===== config.mk =====
export PLATFORM = sky130hd
export DESIGN_NAME = bcd_calendar_clock_registers
export DESIGN_NICKNAME = d
export VERILOG_FILES = /design/src/sv/bcdcr_pkg.sv /design/src/sv/bcd_calendar_clock_registers.sv
export VERILOG_INCLUDE_DIRS = /design/src /design/src/sv
export SDC_FILE = /design/constraint.sdc
export NUM_CORES = 1
export LEC_CHECK = 0
export ABC_AREA = 1
export BUFFER_PORTS_ARGS = -buffer_cell sky130_fd_sc_hd__buf_4
export CELL_PAD_IN_SITES_DETAIL_PLACEMENT = 0
export CELL_PAD_IN_SITES_GLOBAL_PLACEMENT = 1
export CORE_ASPECT_RATIO = 1.25
export CORE_MARGIN = 5
export CORE_UTILIZATION = 35
export DETAILED_ROUTE_END_ITERATION = 12
export PLACE_DENSITY = 0.64
export SLEW_MARGIN = 5
export SYNTH_ARGS = -nofsm -noshare
export SYNTH_HDL_FRONTEND = slang
export SYNTH_SLANG_ARGS = --single-unit

===== constraint.sdc =====
create_clock -name i_clk -period 2.71 [get_ports i_clk]
set_clock_uncertainty 0.1 [all_clocks]
set_input_delay 0.542 -clock i_clk [delete_from_list [all_inputs] [get_ports i_clk]]
set_output_delay 0.542 -clock i_clk [all_outputs]
set_load 0.01 [all_outputs]

===== src/sv/bcd_calendar_clock_registers_defines.svh =====
// Assertion macros for the BCD calendar clock register block.
`ifndef BCD_CALENDAR_CLOCK_REGISTERS_DEFINES_SVH
`define BCD_CALENDAR_CLOCK_REGISTERS_DEFINES_SVH

`ifndef SYNTHESIS
// Check a property on every clock edge outside reset.
`define BCR_ASSERT(label, prop) \
    label: assert property (@(posedge i_clk) disable iff (!i_rst_n) (prop)) \
        else $error("bcd clock assertion failed");
// Check that a condition in one cycle leads to another in the next.
`define BCR_ASSERT_NEXT(label, ante, cons) \
    label: assert property (@(posedge i_clk) disable iff (!i_rst_n) (ante) |=> (cons)) \
        else $error("bcd clock next-cycle assertion failed");
`else
`define BCR_ASSERT(label, prop)
`define BCR_ASSERT_NEXT(label, ante, cons)
`endif

`endif


===== src/sv/bcdcr_pkg.sv =====
// Types and constants shared by the BCD calendar clock register block.
package bcdcr_pkg;

    typedef enum logic [1:0] {
        OP_READ  = 2'd0,
        OP_WRITE = 2'd1,
        OP_TICK  = 2'd2,
        OP_NONE  = 2'd3
    } t_op;

    typedef logic [3:0] t_nibble;

    localparam int TIME_DEPTH  = 13;
    localparam int ALARM_DEPTH = 7;

    // Bank 0 digit positions
    localparam logic [3:0] DIG_S1   = 4'd0;
    localparam logic [3:0] DIG_S10  = 4'd1;
    localparam logic [3:0] DIG_M1   = 4'd2;
    localparam logic [3:0] DIG_M10  = 4'd3;
    localparam logic [3:0] DIG_H1   = 4'd4;
    localparam logic [3:0] DIG_H10  = 4'd5;
    localparam logic [3:0] DIG_DOW  = 4'd6;
    localparam logic [3:0] DIG_D1   = 4'd7;
    localparam logic [3:0] DIG_D10  = 4'd8;
    localparam logic [3:0] DIG_MO1  = 4'd9;
    localparam logic [3:0] DIG_MO10 = 4'd10;
    localparam logic [3:0] DIG_Y1   = 4'd11;
    localparam logic [3:0] DIG_Y10  = 4'd12;

    // Bank 1 and shared register offsets
    localparam logic [3:0] REG_CLKOUT    = 4'd0;
    localparam logic [3:0] REG_ADJUST    = 4'd1;
    localparam logic [3:0] REG_ALARM_LO  = 4'd2;
    localparam logic [3:0] REG_ALARM_HI  = 4'd8;
    localparam logic [3:0] REG_LEAP      = 4'd11;
    localparam logic [3:0] REG_MODE      = 4'd13;

    localparam int MODE_BANK  = 0;
    localparam int MODE_TIMER = 3;
    localparam logic [3:0] MODE_RESET = 4'h8;

endpackage


===== src/sv/bcd_calendar_clock_registers.sv =====
// Banked BCD real-time clock and calendar register block.
// A result passes through the input register, then the result register; throughput is one item
// per cycle while the output does not stall, set by the single state update pass between the
// two registers. Stalls on the output hold the input stage.
// Reset (synchronous, active low) empties both stages and sets the clock to
// day 1 of month 1, mode 8 (timer on, bank 0), all other state zero.
`include "bcd_calendar_clock_registers_defines.svh"

module bcd_calendar_clock_registers #(
    parameter int PULSES_PER_SECOND = 16
) (
    input  logic       i_clk,
    input  logic       i_rst_n,
    input  logic       s_axis_tvalid,
    output logic       s_axis_tready,
    input  logic [7:0] s_axis_tdata,   // [3:0] register_index, [7:4] write_data
    input  logic [1:0] s_axis_tuser,   // [1:0] operation
    output logic       m_axis_tvalid,
    input  logic       m_axis_tready,
    output logic [7:0] m_axis_tdata    // [3:0] read_data, [4] pulse_16hz, [5] pulse_1hz, [7:6] zero
);
    import bcdcr_pkg::*;

    localparam logic [4:0] P_FULL = 5'(PULSES_PER_SECOND);
    localparam logic [4:0] P_HALF = 5'(PULSES_PER_SECOND / 2);

    // Input stage
    logic    r_in_valid;
    t_op     r_in_op;
    t_nibble r_in_idx;
    t_nibble r_in_data;

    // Output stage
    logic    r_out_valid;
    t_nibble r_out_rd;
    logic    r_out_fast;
    logic    r_out_slow;

    // Clock state
    t_nibble    r_time  [TIME_DEPTH];
    t_nibble    r_alarm [ALARM_DEPTH];
    logic [2:0] r_cos;
    t_nibble    r_mode;
    logic [1:0] r_leap;
    logic [4:0] r_cnt;
    logic       r_fast;
    logic       r_slow;

    t_nibble    n_time  [TIME_DEPTH];
    t_nibble    n_alarm [ALARM_DEPTH];
    logic [2:0] n_cos;
    t_nibble    n_mode;
    logic [1:0] n_leap;
    logic [4:0] n_cnt;
    logic       n_fast;
    logic       n_slow;
    t_nibble    n_rd;

    logic    adv;
    logic    fire;
    t_nibble rd_val;
    logic    in_time;
    logic    in_alarm;

    assign adv           = !r_out_valid || m_axis_tready;
    assign fire          = adv && r_in_valid;
    assign s_axis_tready = !r_in_valid || adv;
    assign m_axis_tvalid = r_out_valid;
    assign m_axis_tdata  = {2'b00, r_out_slow, r_out_fast, r_out_rd};

    assign in_time  = r_in_idx < 4'(TIME_DEPTH);
    assign in_alarm = (r_in_idx >= REG_ALARM_LO) && (r_in_idx <= REG_ALARM_HI);

    // Register read mux
    always_comb begin
        rd_val = '0;
        priority if (r_in_idx == REG_MODE) begin
            rd_val = r_mode;
        end else if (!r_mode[MODE_BANK]) begin
            if (in_time) rd_val = r_time[r_in_idx];
        end else if (r_in_idx == REG_CLKOUT) begin
            rd_val = {1'b0, r_cos};
        end else if (in_alarm) begin
            rd_val = r_alarm[3'(r_in_idx - REG_ALARM_LO)];
        end else if (r_in_idx == REG_LEAP) begin
            rd_val = {2'b00, r_leap};
        end else begin
            rd_val = '0;
        end
    end

    // Single pass: operation, then the carry cascade
    always_comb begin
        logic [4:0] v;
        logic [4:0] h1p;
        logic [8:0] d;
        logic [7:0] mon;
        logic [8:0] last;
        logic       has_last;
        logic       min_inc;
        logic       day_inc;
        logic       mon_inc;
        logic       yr_inc;

        n_time   = r_time;
        n_alarm  = r_alarm;
        n_cos    = r_cos;
        n_mode   = r_mode;
        n_leap   = r_leap;
        n_cnt    = r_cnt;
        n_fast   = r_fast;
        n_slow   = r_slow;
        n_rd     = '0;
        min_inc  = 1'b0;
        day_inc  = 1'b0;
        mon_inc  = 1'b0;
        yr_inc   = 1'b0;
        v        = '0;
        h1p      = '0;
        d        = '0;
        mon      = '0;
        last     = '0;
        has_last = 1'b0;

        if (fire) begin
            unique case (r_in_op)
                OP_READ: begin
                    n_rd = rd_val;
                end
                OP_WRITE: begin
                    priority if (r_in_idx == REG_MODE) begin
                        n_mode = r_in_data;
                    end else if (!r_mode[MODE_BANK]) begin
                        if (in_time) n_time[r_in_idx] = r_in_data;
                    end else if (r_in_idx == REG_CLKOUT) begin
                        n_cos = r_in_data[2:0];
                    end else if (r_in_idx == REG_ADJUST) begin
                        // round to the nearest minute
                        min_inc         = r_time[DIG_S10] >= 4'd3;
                        n_time[DIG_S1]  = '0;
                        n_time[DIG_S10] = '0;
                    end else if (in_alarm) begin
                        n_alarm[3'(r_in_idx - REG_ALARM_LO)] = r_in_data;
                    end else if (r_in_idx == REG_LEAP) begin
                        n_leap = r_in_data[1:0];
                    end else begin
                        // unused offset: drop the write
                    end
                end
                OP_TICK: begin
                    if (!r_fast) begin
                        n_fast = 1'b1;
                        n_cnt  = r_cnt + 5'd1;
                    end else begin
                        n_fast = 1'b0;
                    end
                    if (n_cnt == P_HALF) n_slow = 1'b0;
                    if (n_cnt == P_FULL) begin
                        n_cnt  = '0;
                        n_slow = 1'b1;
                        if (r_mode[MODE_TIMER]) begin
                            v = {1'b0, r_time[DIG_S1]} + 5'd1;
                            if (v < 5'd10) begin
                                n_time[DIG_S1] = v[3:0];
                            end else begin
                                n_time[DIG_S1] = '0;
                                v = {1'b0, r_time[DIG_S10]} + 5'd1;
                                if (v < 5'd6) begin
                                    n_time[DIG_S10] = v[3:0];
                                end else begin
                                    n_time[DIG_S10] = '0;
                                    min_inc = 1'b1;
                                end
                            end
                        end
                    end
                end
                OP_NONE: begin
                end
            endcase
        end

        // Minutes and hours
        if (min_inc) begin
            v = {1'b0, r_time[DIG_M1]} + 5'd1;
            if (v < 5'd10) begin
                n_time[DIG_M1] = v[3:0];
            end else begin
                n_time[DIG_M1] = '0;
                v = {1'b0, r_time[DIG_M10]} + 5'd1;
                if (v < 5'd6) begin
                    n_time[DIG_M10] = v[3:0];
                end else begin
                    n_time[DIG_M10] = '0;
                    h1p = {1'b0, r_time[DIG_H1]} + 5'd1;
                    if ((h1p < 5'd10 && r_time[DIG_H10] < 4'd2) ||
                        (r_time[DIG_H10] < 4'd3 && h1p < 5'd4)) begin
                        n_time[DIG_H1] = h1p[3:0];
                    end else begin
                        n_time[DIG_H1] = '0;
                        v = {1'b0, r_time[DIG_H10]} + 5'd1;
                        if (v < 5'd3) begin
                            n_time[DIG_H10] = v[3:0];
                        end else begin
                            n_time[DIG_H10] = '0;
                            day_inc = 1'b1;
                        end
                    end
                end
            end
        end

        // Day of week and day of month
        if (day_inc) begin
            v = {1'b0, r_time[DIG_DOW]} + 5'd1;
            n_time[DIG_DOW] = (v >= 5'd7) ? 4'd0 : v[3:0];
            d = {1'b0, r_time[DIG_D10], r_time[DIG_D1]} + 9'd1;
            if (d[3:0] >= 4'd10) begin
                d = {d[8:4], 4'd0} + 9'h010;
            end
            n_time[DIG_D1]  = d[3:0];
            n_time[DIG_D10] = d[7:4];
            mon = {r_time[DIG_MO10], r_time[DIG_MO1]};
            has_last = 1'b1;
            unique case (mon)
                8'h01, 8'h03, 8'h05, 8'h07, 8'h08, 8'h10, 8'h12: last = 9'h031;
                8'h04, 8'h06, 8'h09, 8'h11:                       last = 9'h030;
                8'h02: last = (r_leap == 2'd0) ? 9'h029 : 9'h028;
                default: has_last = 1'b0;   // not a month: never ends
            endcase
            if (has_last && d > last) begin
                n_time[DIG_D1]  = 4'd1;
                n_time[DIG_D10] = 4'd0;
                mon_inc = 1'b1;
            end
        end

        // Month
        if (mon_inc) begin
            v = {1'b0, r_time[DIG_MO1]} + 5'd1;
            if ((v < 5'd10 && r_time[DIG_MO10] < 4'd1) ||
                (v < 5'd3 && r_time[DIG_MO10] < 4'd2)) begin
                n_time[DIG_MO1] = v[3:0];
            end else if (r_time[DIG_MO10] < 4'd1) begin
                n_time[DIG_MO1]  = 4'd0;
                n_time[DIG_MO10] = 4'd1;
            end else begin
                n_time[DIG_MO1]  = 4'd1;
                n_time[DIG_MO10] = 4'd0;
                yr_inc = 1'b1;
            end
        end

        // Year and leap counter
        if (yr_inc) begin
            n_leap = r_leap + 2'd1;
            v = {1'b0, r_time[DIG_Y1]} + 5'd1;
            if (v < 5'd10) begin
                n_time[DIG_Y1] = v[3:0];
            end else begin
                n_time[DIG_Y1] = '0;
                v = {1'b0, r_time[DIG_Y10]} + 5'd1;
                n_time[DIG_Y10] = (v < 5'd10) ? v[3:0] : 4'd0;
            end
        end
    end

    // Handshake control
    always_ff @(posedge i_clk) begin
        if (!i_rst_n) begin
            r_in_valid  <= 1'b0;
            r_out_valid <= 1'b0;
        end else begin
            if (s_axis_tready) r_in_valid  <= s_axis_tvalid;
            if (adv)           r_out_valid <= r_in_valid;
        end
    end

    // Payload: capture input, load result
    always_ff @(posedge i_clk) begin
        if (s_axis_tvalid && s_axis_tready) begin
            r_in_op   <= t_op'(s_axis_tuser);
            r_in_idx  <= s_axis_tdata[3:0];
            r_in_data <= s_axis_tdata[7:4];
        end
        if (fire) begin
            r_out_rd   <= n_rd;
            r_out_fast <= n_fast;
            r_out_slow <= n_slow;
        end
    end

    // Clock state
    always_ff @(posedge i_clk) begin
        if (!i_rst_n) begin
            // day and month start at one
            for (int i = 0; i < TIME_DEPTH; i++)
                r_time[i] <= (4'(i) == DIG_D1 || 4'(i) == DIG_MO1) ? 4'd1 : 4'd0;
            for (int i = 0; i < ALARM_DEPTH; i++) r_alarm[i] <= '0;
            r_cos  <= '0;
            r_mode <= MODE_RESET;
            r_leap <= '0;
            r_cnt  <= '0;
            r_fast <= 1'b0;
            r_slow <= 1'b0;
        end else begin
            r_time  <= n_time;
            r_alarm <= n_alarm;
            r_cos   <= n_cos;
            r_mode  <= n_mode;
            r_leap  <= n_leap;
            r_cnt   <= n_cnt;
            r_fast  <= n_fast;
            r_slow  <= n_slow;
        end
    end

    `BCR_ASSERT(a_cnt_range, r_cnt <= P_FULL)
    `BCR_ASSERT(a_slow_rise_wraps, $rose(r_slow) |-> (r_cnt == 5'd0))
    `BCR_ASSERT(a_fast_only_on_tick, !$stable(r_fast) |-> $past(fire && r_in_op == OP_TICK))
    `BCR_ASSERT_NEXT(a_result_follows, fire, r_out_valid && r_out_fast == r_fast)

endmodule

# ---- Word-level counts from Yosys, hierarchy flattened
# Index checks and enable logic that the tools add are counted.
dict set report word_totals {
  register_bits 114
  input_bits 14
  out_inout_bits 10
  elab_cells 263
}
dict set report op_classes {
  eq_ne 37
  add_sub_neg 15
  reduce_logical 48
  bitwise 5
  order_cmp 26
  muxes 98
}
# cell count
set op_table {}
lappend op_table {{$mux W44} 3}
lappend op_table {{$mux W52} 2}
lappend op_table {{$mux W4} 25}
lappend op_table {{$mux W8} 9}
lappend op_table {{$bwmux W52} 1}
lappend op_table {{$add A4 B1 Y5 const B} 10}
lappend op_table {{$eq A8 B3 Y1 const B} 4}
lappend op_table {{$lt A5 B4 Y1 const B} 6}
lappend op_table {{$reduce_bool A2 Y1} 15}
lappend op_table {{$mux W1} 29}
lappend op_table {{$bwmux W28} 1}
lappend op_table {{$mux W9} 3}
lappend op_table {{$mux W5} 5}
lappend op_table {{$reduce_and A5 Y1} 5}
lappend op_table {{$eq A8 B5 Y1 const B} 3}
lappend op_table {{$mux W12} 2}
lappend op_table {{$ne A2 B1 Y1 const B} 11}
lappend op_table {{$mux W2} 10}
lappend op_table {{$pmux W6 S3} 1}
lappend op_table {{$bmux W4 S4} 1}
lappend op_table {{$demux W4 S4} 1}
lappend op_table {{$eq A8 B2 Y1 const B} 2}
lappend op_table {{$eq A8 B4 Y1 const B} 2}
lappend op_table {{$mux W16} 1}
lappend op_table {{46 further kinds} 77}

# ---- Logic depth before layout (Yosys ltp)
dict set report logic_depth {
  ltp_word 17
  depth_mapped 26
  mapped_depth_nobuf 26
}

# ---- Worst setup path before layout
# Ideal clock, no wire load.
dict set report synth_timing {
  kind {register -> register}
  startpoint {register r_time[12] in the netlist's numbering}
  endpoint {register r_time[13] in the netlist's numbering}
  slack_ns -0.230
  setup_ns 0.113
  path_buffers 0
  path_stages_with_launch 25
  t_required_ns 2.497
  period_less_slack_ns 2.940
  arrival_ns 2.727
  cell_sequence {dfxtp_1 inv_1 ha_1 nor2_1 nor2_1 nand2_1 nand2_1 a211oi_1 and3_1 ha_1 nand2_1 inv_1 a211o_1 nand2_1 nand2_1 nand2_1 nand3_2 nor2_4 nor2_8 nand3_2 nand2_1 nand2_2 nand2_1 nand2_1 nor2_1}
}
dict set report synth_between {
  elab_chain_cells 10
  word_cells_on_any_way 37
  cone_classes {add/sub: 1; order compare: 3; eq/ne: 14; mux: 8; reduce/logical: 11}
}
# element line
set synth_lines {}
lappend synth_lines {{from (decl)} bcd_calendar_clock_registers.sv:40} ;# t_nibble r_time [TIME_DEPTH];
lappend synth_lines {{from (signal, indexed assignment)} bcd_calendar_clock_registers.sv:298} ;# r_time[i] <= (4'(i) == DIG_D1 || 4'(i) == DIG_MO1) ? 4'd1 : 4'd0;
lappend synth_lines {{from (signal assigned)} bcd_calendar_clock_registers.sv:307} ;# r_time <= n_time;
lappend synth_lines {{$eq A8 B1 Y1, or another cell as far along} bcd_calendar_clock_registers.sv:225} ;# unique case (mon)
lappend synth_lines {{$reduce_or A7 Y1 or $reduce_or A4 Y1 (tied branches)} bcd_calendar_clock_registers.sv:225}
lappend synth_lines {{$pmux W6 S3} bcd_calendar_clock_registers.sv:225}
lappend synth_lines {{$mux W9} bcd_calendar_clock_registers.sv:214} ;# if (day_inc) begin
lappend synth_lines {{$gt A9 B9 Y1} bcd_calendar_clock_registers.sv:231} ;# if (has_last && d > last) begin
lappend synth_lines {{$logic_and A1 B1 Y1} bcd_calendar_clock_registers.sv:231}
lappend synth_lines {{$mux W1} bcd_calendar_clock_registers.sv:231}
lappend synth_lines {{$mux W1} bcd_calendar_clock_registers.sv:214}
lappend synth_lines {{$ne A2 B1 Y1 (no source line) or $reduce_bool A2 Y1 (tied branches)} --}
lappend synth_lines {{$reduce_and A5 Y1 (no source line)} --}
# Parallel ways exist; a longest one is shown, timed or not. The select of a mux whose other input is x is not followed.
# A chain may end at the register's enable or synchronous reset.

# ---- Worst setup path after layout
dict set report layout_timing {
  startpoint {register r_time[13] in the netlist's numbering}
  endpoint {register r_time[6] in the netlist's numbering}
}
dict set report layout_between {
  elab_chain_cells 11
  word_cells_on_any_way 38
  cone_classes {add/sub: 1; order compare: 3; eq/ne: 14; mux: 9; reduce/logical: 11}
}
# element line
set layout_lines {}
lappend layout_lines {{$eq A8 B1 Y1, or another cell as far along} bcd_calendar_clock_registers.sv:225}
lappend layout_lines {{$reduce_or A7 Y1 or $reduce_or A4 Y1 (tied branches)} bcd_calendar_clock_registers.sv:225}
lappend layout_lines {{$pmux W6 S3} bcd_calendar_clock_registers.sv:225}
lappend layout_lines {{$mux W9} bcd_calendar_clock_registers.sv:214}
lappend layout_lines {{$gt A9 B9 Y1} bcd_calendar_clock_registers.sv:231}
lappend layout_lines {{$logic_and A1 B1 Y1} bcd_calendar_clock_registers.sv:231}
lappend layout_lines {{$mux W1} bcd_calendar_clock_registers.sv:231}
lappend layout_lines {{$mux W1} bcd_calendar_clock_registers.sv:214}
lappend layout_lines {{$mux W1 *} bcd_calendar_clock_registers.sv:239} ;# if (mon_inc) begin
lappend layout_lines {{$ne A2 B1 Y1 (no source line) or $reduce_bool A2 Y1 (tied branches)} --}
lappend layout_lines {{$reduce_and A5 Y1 (no source line)} --}
# Every way passes the cells marked *; elsewhere a longest branch is shown, timed or not. The select of a mux whose other input is x is not followed.

==> impl_metrics.ini <==
[status]
status = complete, but fails checks
violations = negative setup slack

[logic_synthesis]
netlist_area_um2 = 7560
ys_warn_count = 0
synth-edff-count = 16
ys.flop_type = dfxtp_1
ys_async_sr_fraction_pct = 0
ys_ff_latch = 114
ys_types = 57
syn_avg_cell_area_um2 = 6.69
yosysSeqAreaShare_pct = 32.3
synthCells = 1130

[critical_path]
cp.required_ns = 2.93
endpoint_kind = flip-flop
worst-path-max-fanout = 7
criticalPathCategory = flip-flop to flip-flop
critPathArrivalTime_ns = 3.20
startpoint = r_time[13]$_SDFFE_PN0P_
crit_end = r_time[6]$_SDFFE_PN0P_
critPathLaunchType = flip-flop
r2r_cells = 25
r2r-start = r_time[13]$_SDFFE_PN0P_
r2r-end = r_time[6]$_SDFFE_PN0P_
ff2ff_setup_slack_ns = -0.27

[power]
power.total_mw = 4.26
sequentialPowerShare_pct = 41.3
ir_drop_uv = 421
power.share.clock_pct = 49.6
swShare_pct = 27.1
power_density_nw_per_um2 = 438
p_int_mw = 3.11
power.switching_mw = 1.15
combPwrFrac_pct = 9.1
power.leakage_nw = 4.16

[layout]
multi_input_area_um2 = 4650
finalNetCount = 1303
n_antenna_cell = 0
fin_util_pct = 45.5
instances_no_fill = 1551
n_fill_cell = 2322
drive_gt1_share_pct = 22.1
syn2layout_area_growth_pct = 28.7
final-seq-area_um2 = 2450
final_area_um2 = 9730

[timing]
drv_slew = 0
holdWs_ns = 0.188
setup_viol = 26
hold_viol = 0
fin_ws_ns = -0.266
finalSetupTns_ns = -5.61
min_period_ns = 2.98
finalCritPeriodShare_pct = 110
worst_pin_slew_ns = 0.556
rsz0062_at_grt = true
max_freq_mhz = 336
relSlewSlack_pct = 62.6

[route]
vias_per_cell = 5.12
dr.pass1.iters = 5
avgRoutedWirePerCell_um = 17.2
drc = 0
vias = 7938
wl_mm = 26.7
ant_nets = 0
drt_iter0_markers = 422

[worst_hold_path]
worstHoldPathCells = 1
hp-start = s_axis_tdata[3]
hold_path.class = primary input to flip-flop

[die]
num_rows = 60
fp.dieArea_um2 = 24700
dieWidth_um = 141
coreArea_um2 = 21400
start_util_pct = 35.3
num_io_pins = 24
die_h_um = 174

[clock_network]
clock_latency_ns = 0.43
cts_tree = built
clock_sinks = 114
path_clk_slew_ns = 0.06
ctsLongestPathBuffers = 2
h-tree-depth = 4
cts_buffers = 17
cts_root_buffer = clkbuf_16
cts_hold_buf = 0

[global_route]
grt.total_usage_pct = 21.6
grt_pass1_wl_mm = 41.7
grt_pass1_vias = 7642
grtUsageMet1_pct = 26.6
grt_max_degree = 27
grt_use_met3_pct = 2.56
overflow = 0
grt_use_met2_pct = 38.2
gr-max-usage-layer = met2
antenna_found_initial = 0

[placement]
placed_cell_area_um2 = 8860
dp.final_hpwl_mm = 20.7
place_ws_ns = -0.351
dp_cells = 1510
io_buffers = 21
routabilityCongestion = 0.938

[run]
max-cap-violations = 0
-- area by class of cell --
type                       instances  share of cell area (%)
multi-input combinational        815                    47.7
clock buffer                      20                    4.81
clock inverter                    12                   0.836
sequential                       114                    25.2
inverter                         173                    6.75
timing repair buffer             138                    11.1
tap                              279                    3.59
-- worst max-delay path: stages, from the launching register on --
cell	delay [ns]
dfxtp_4	0.41
inv_6	0.06
ha_4	0.16
inv_1	0.04
nand2_1	0.06
nand3_2	0.07
nor2_2	0.04
a211oi_2	0.22
and3_4	0.23
ha_4	0.20
nand2_2	0.06
inv_2	0.03
nand2_1	0.05
nand2_1	0.04
nand2_1	0.07
nand2_1	0.05
nand2_1	0.06
nand2_2	0.06
nand3_4	0.11
nor2_4	0.06
nor2_8	0.22
nand3_4	0.17
nand2_2	0.11
nand2_1	0.05
nor2_1	0.09
nor2_1	0.06
-- power groups by stage --
| stage | combinational (mW) | sequential [mW] | clock, mW |
|---|---|---|---|
| after floorplan | 0.207 | 1.79 | 0 |
| after global placement | 0.376 | 1.79 | 0 |
| after detailed placement | 0.375 | 1.79 | 0 |
| after CTS | 0.381 | 1.76 | 2.14 |
| after global routing | 0.421 | 1.76 | 2.21 |
| final | 0.389 | 1.76 | 2.11 |
-- cell usage in the layout, fill, tap and decap left out, types with 4 or more instances in the layout --
| master | Yosys | routed |
|---|---|---|
| a211oi_1 | 11 | 10 |
| inv_2 | 15 | 17 |
| nor2_1 | 95 | 86 |
| buf_4 | 4 | 132 |
| clkinv_2 | 0 | 5 |
| ha_1 | 30 | 22 |
| nand3_2 | 6 | 9 |
| nor2_4 | 6 | 8 |
| nand4_1 | 28 | 28 |
| xor2_1 | 10 | 10 |
| ha_4 | 0 | 7 |
| inv_1 | 154 | 150 |
| nor2_2 | 9 | 16 |
| clkbuf_16 | 0 | 18 |
| buf_6 | 2 | 4 |
| o21ai_1 | 12 | 15 |
| a31oi_1 | 11 | 11 |
| a21oi_1 | 76 | 69 |
| a21oi_2 | 0 | 7 |
| o21ai_0 | 90 | 87 |
| nand3_4 | 1 | 5 |
| nor3_1 | 16 | 16 |
| nand2_1 | 242 | 225 |
| nand3b_1 | 6 | 6 |
| o221ai_1 | 4 | 4 |
| clkinv_1 | 4 | 4 |
| nand3_1 | 77 | 70 |
| dfxtp_1 | 98 | 94 |
| edfxtp_1 | 16 | 16 |
| a22oi_1 | 8 | 8 |
| o22ai_1 | 27 | 27 |
| nand2_2 | 7 | 20 |
-- worst min path at each step --
stage                               end
2_1_floorplan  r_alarm[10]$_SDFFE_PN0P_
3_3_place_gp    r_alarm[8]$_SDFFE_PN0P_
3_5_place_dp    r_alarm[8]$_SDFFE_PN0P_
4_1_cts           r_in_idx[3]$_DFFE_PP_
5_1_grt           r_in_idx[3]$_DFFE_PP_
6_report          r_in_idx[3]$_DFFE_PP_
-- cell usage after synthesis, types with 3 or more instances --
cell type | instances | area (um^2)
nand2_1 | 242 | 908
inv_1 | 154 | 578
dfxtp_1 | 98 | 1960
nor2_1 | 95 | 357
o21ai_0 | 90 | 450
nand3_1 | 77 | 385
a21oi_1 | 76 | 380
ha_1 | 30 | 375
nand4_1 | 28 | 175
o22ai_1 | 27 | 169
clkbuf_1 | 18 | 67.6
edfxtp_1 | 16 | 480
nor3_1 | 16 | 80.1
inv_2 | 15 | 56.3
o21ai_1 | 12 | 60.1
a211oi_1 | 11 | 82.6
a31oi_1 | 11 | 68.8
xor2_1 | 10 | 87.6
nor2_2 | 9 | 56.3
a22oi_1 | 8 | 60.1
nand2_2 | 7 | 43.8
nand3_2 | 6 | 60.1
nand3b_1 | 6 | 45.0
nor2_4 | 6 | 67.6
o31ai_1 | 5 | 37.5
and3_1 | 4 | 25.0
buf_4 | 4 | 30.0
clkinv_1 | 4 | 15.0
o221ai_1 | 4 | 35.0
buf_2 | 3 | 15.0
o2111ai_1 | 3 | 26.3
o211ai_1 | 3 | 22.5
xnor2_1 | 3 | 26.3
-- cells by family after synthesis --
group / count (synthesis) / synth area share, %
AOI/OAI and AO/OA: 264 / 20.1
xor gates and xnor gates: 13 / 1.51
adders and majority gates: 30 / 4.96
buffers and inverters: 202 / 10.5
DFF: 114 / 32.3
other: 1 / 0.0496
and+or+nand+nor: 506 / 30.5
-- flip-flops by register name (all words and copies together), names as in the netlist --
name,count
r_mode,4
r_cnt,5
r_in_idx,4
r_out_slow,1
r_time,52
r_cos,3
r_in_op,2
r_out_rd,4
r_fast,1
r_alarm,28
m_axis_tvalid,1
r_in_data,4
r_out_fast,1
r_leap,2
r_in_valid,1
r_slow,1
-- metal layers --
| layer | vias up | share of wire [%] |
|---|---|---|
| met5 | - | 0 |
| met4 | 0 | 3.6 |
| met3 | 56 | 3.1 |
| met2 | 164 | 50 |
| met1 | 3651 | 44 |
| li1 | 4067 | - |
-- what timing repair did --
| action | in CTS | in global routing |
|---|---|---|
| setup buffers | 6 | 3 |
| resized for setup | 23 | 35 |
| setup endpoints to repair | 26 | 44 |
| pin swaps | 19 | 27 |
Note: power is estimated with default switching activity, not from simulation.
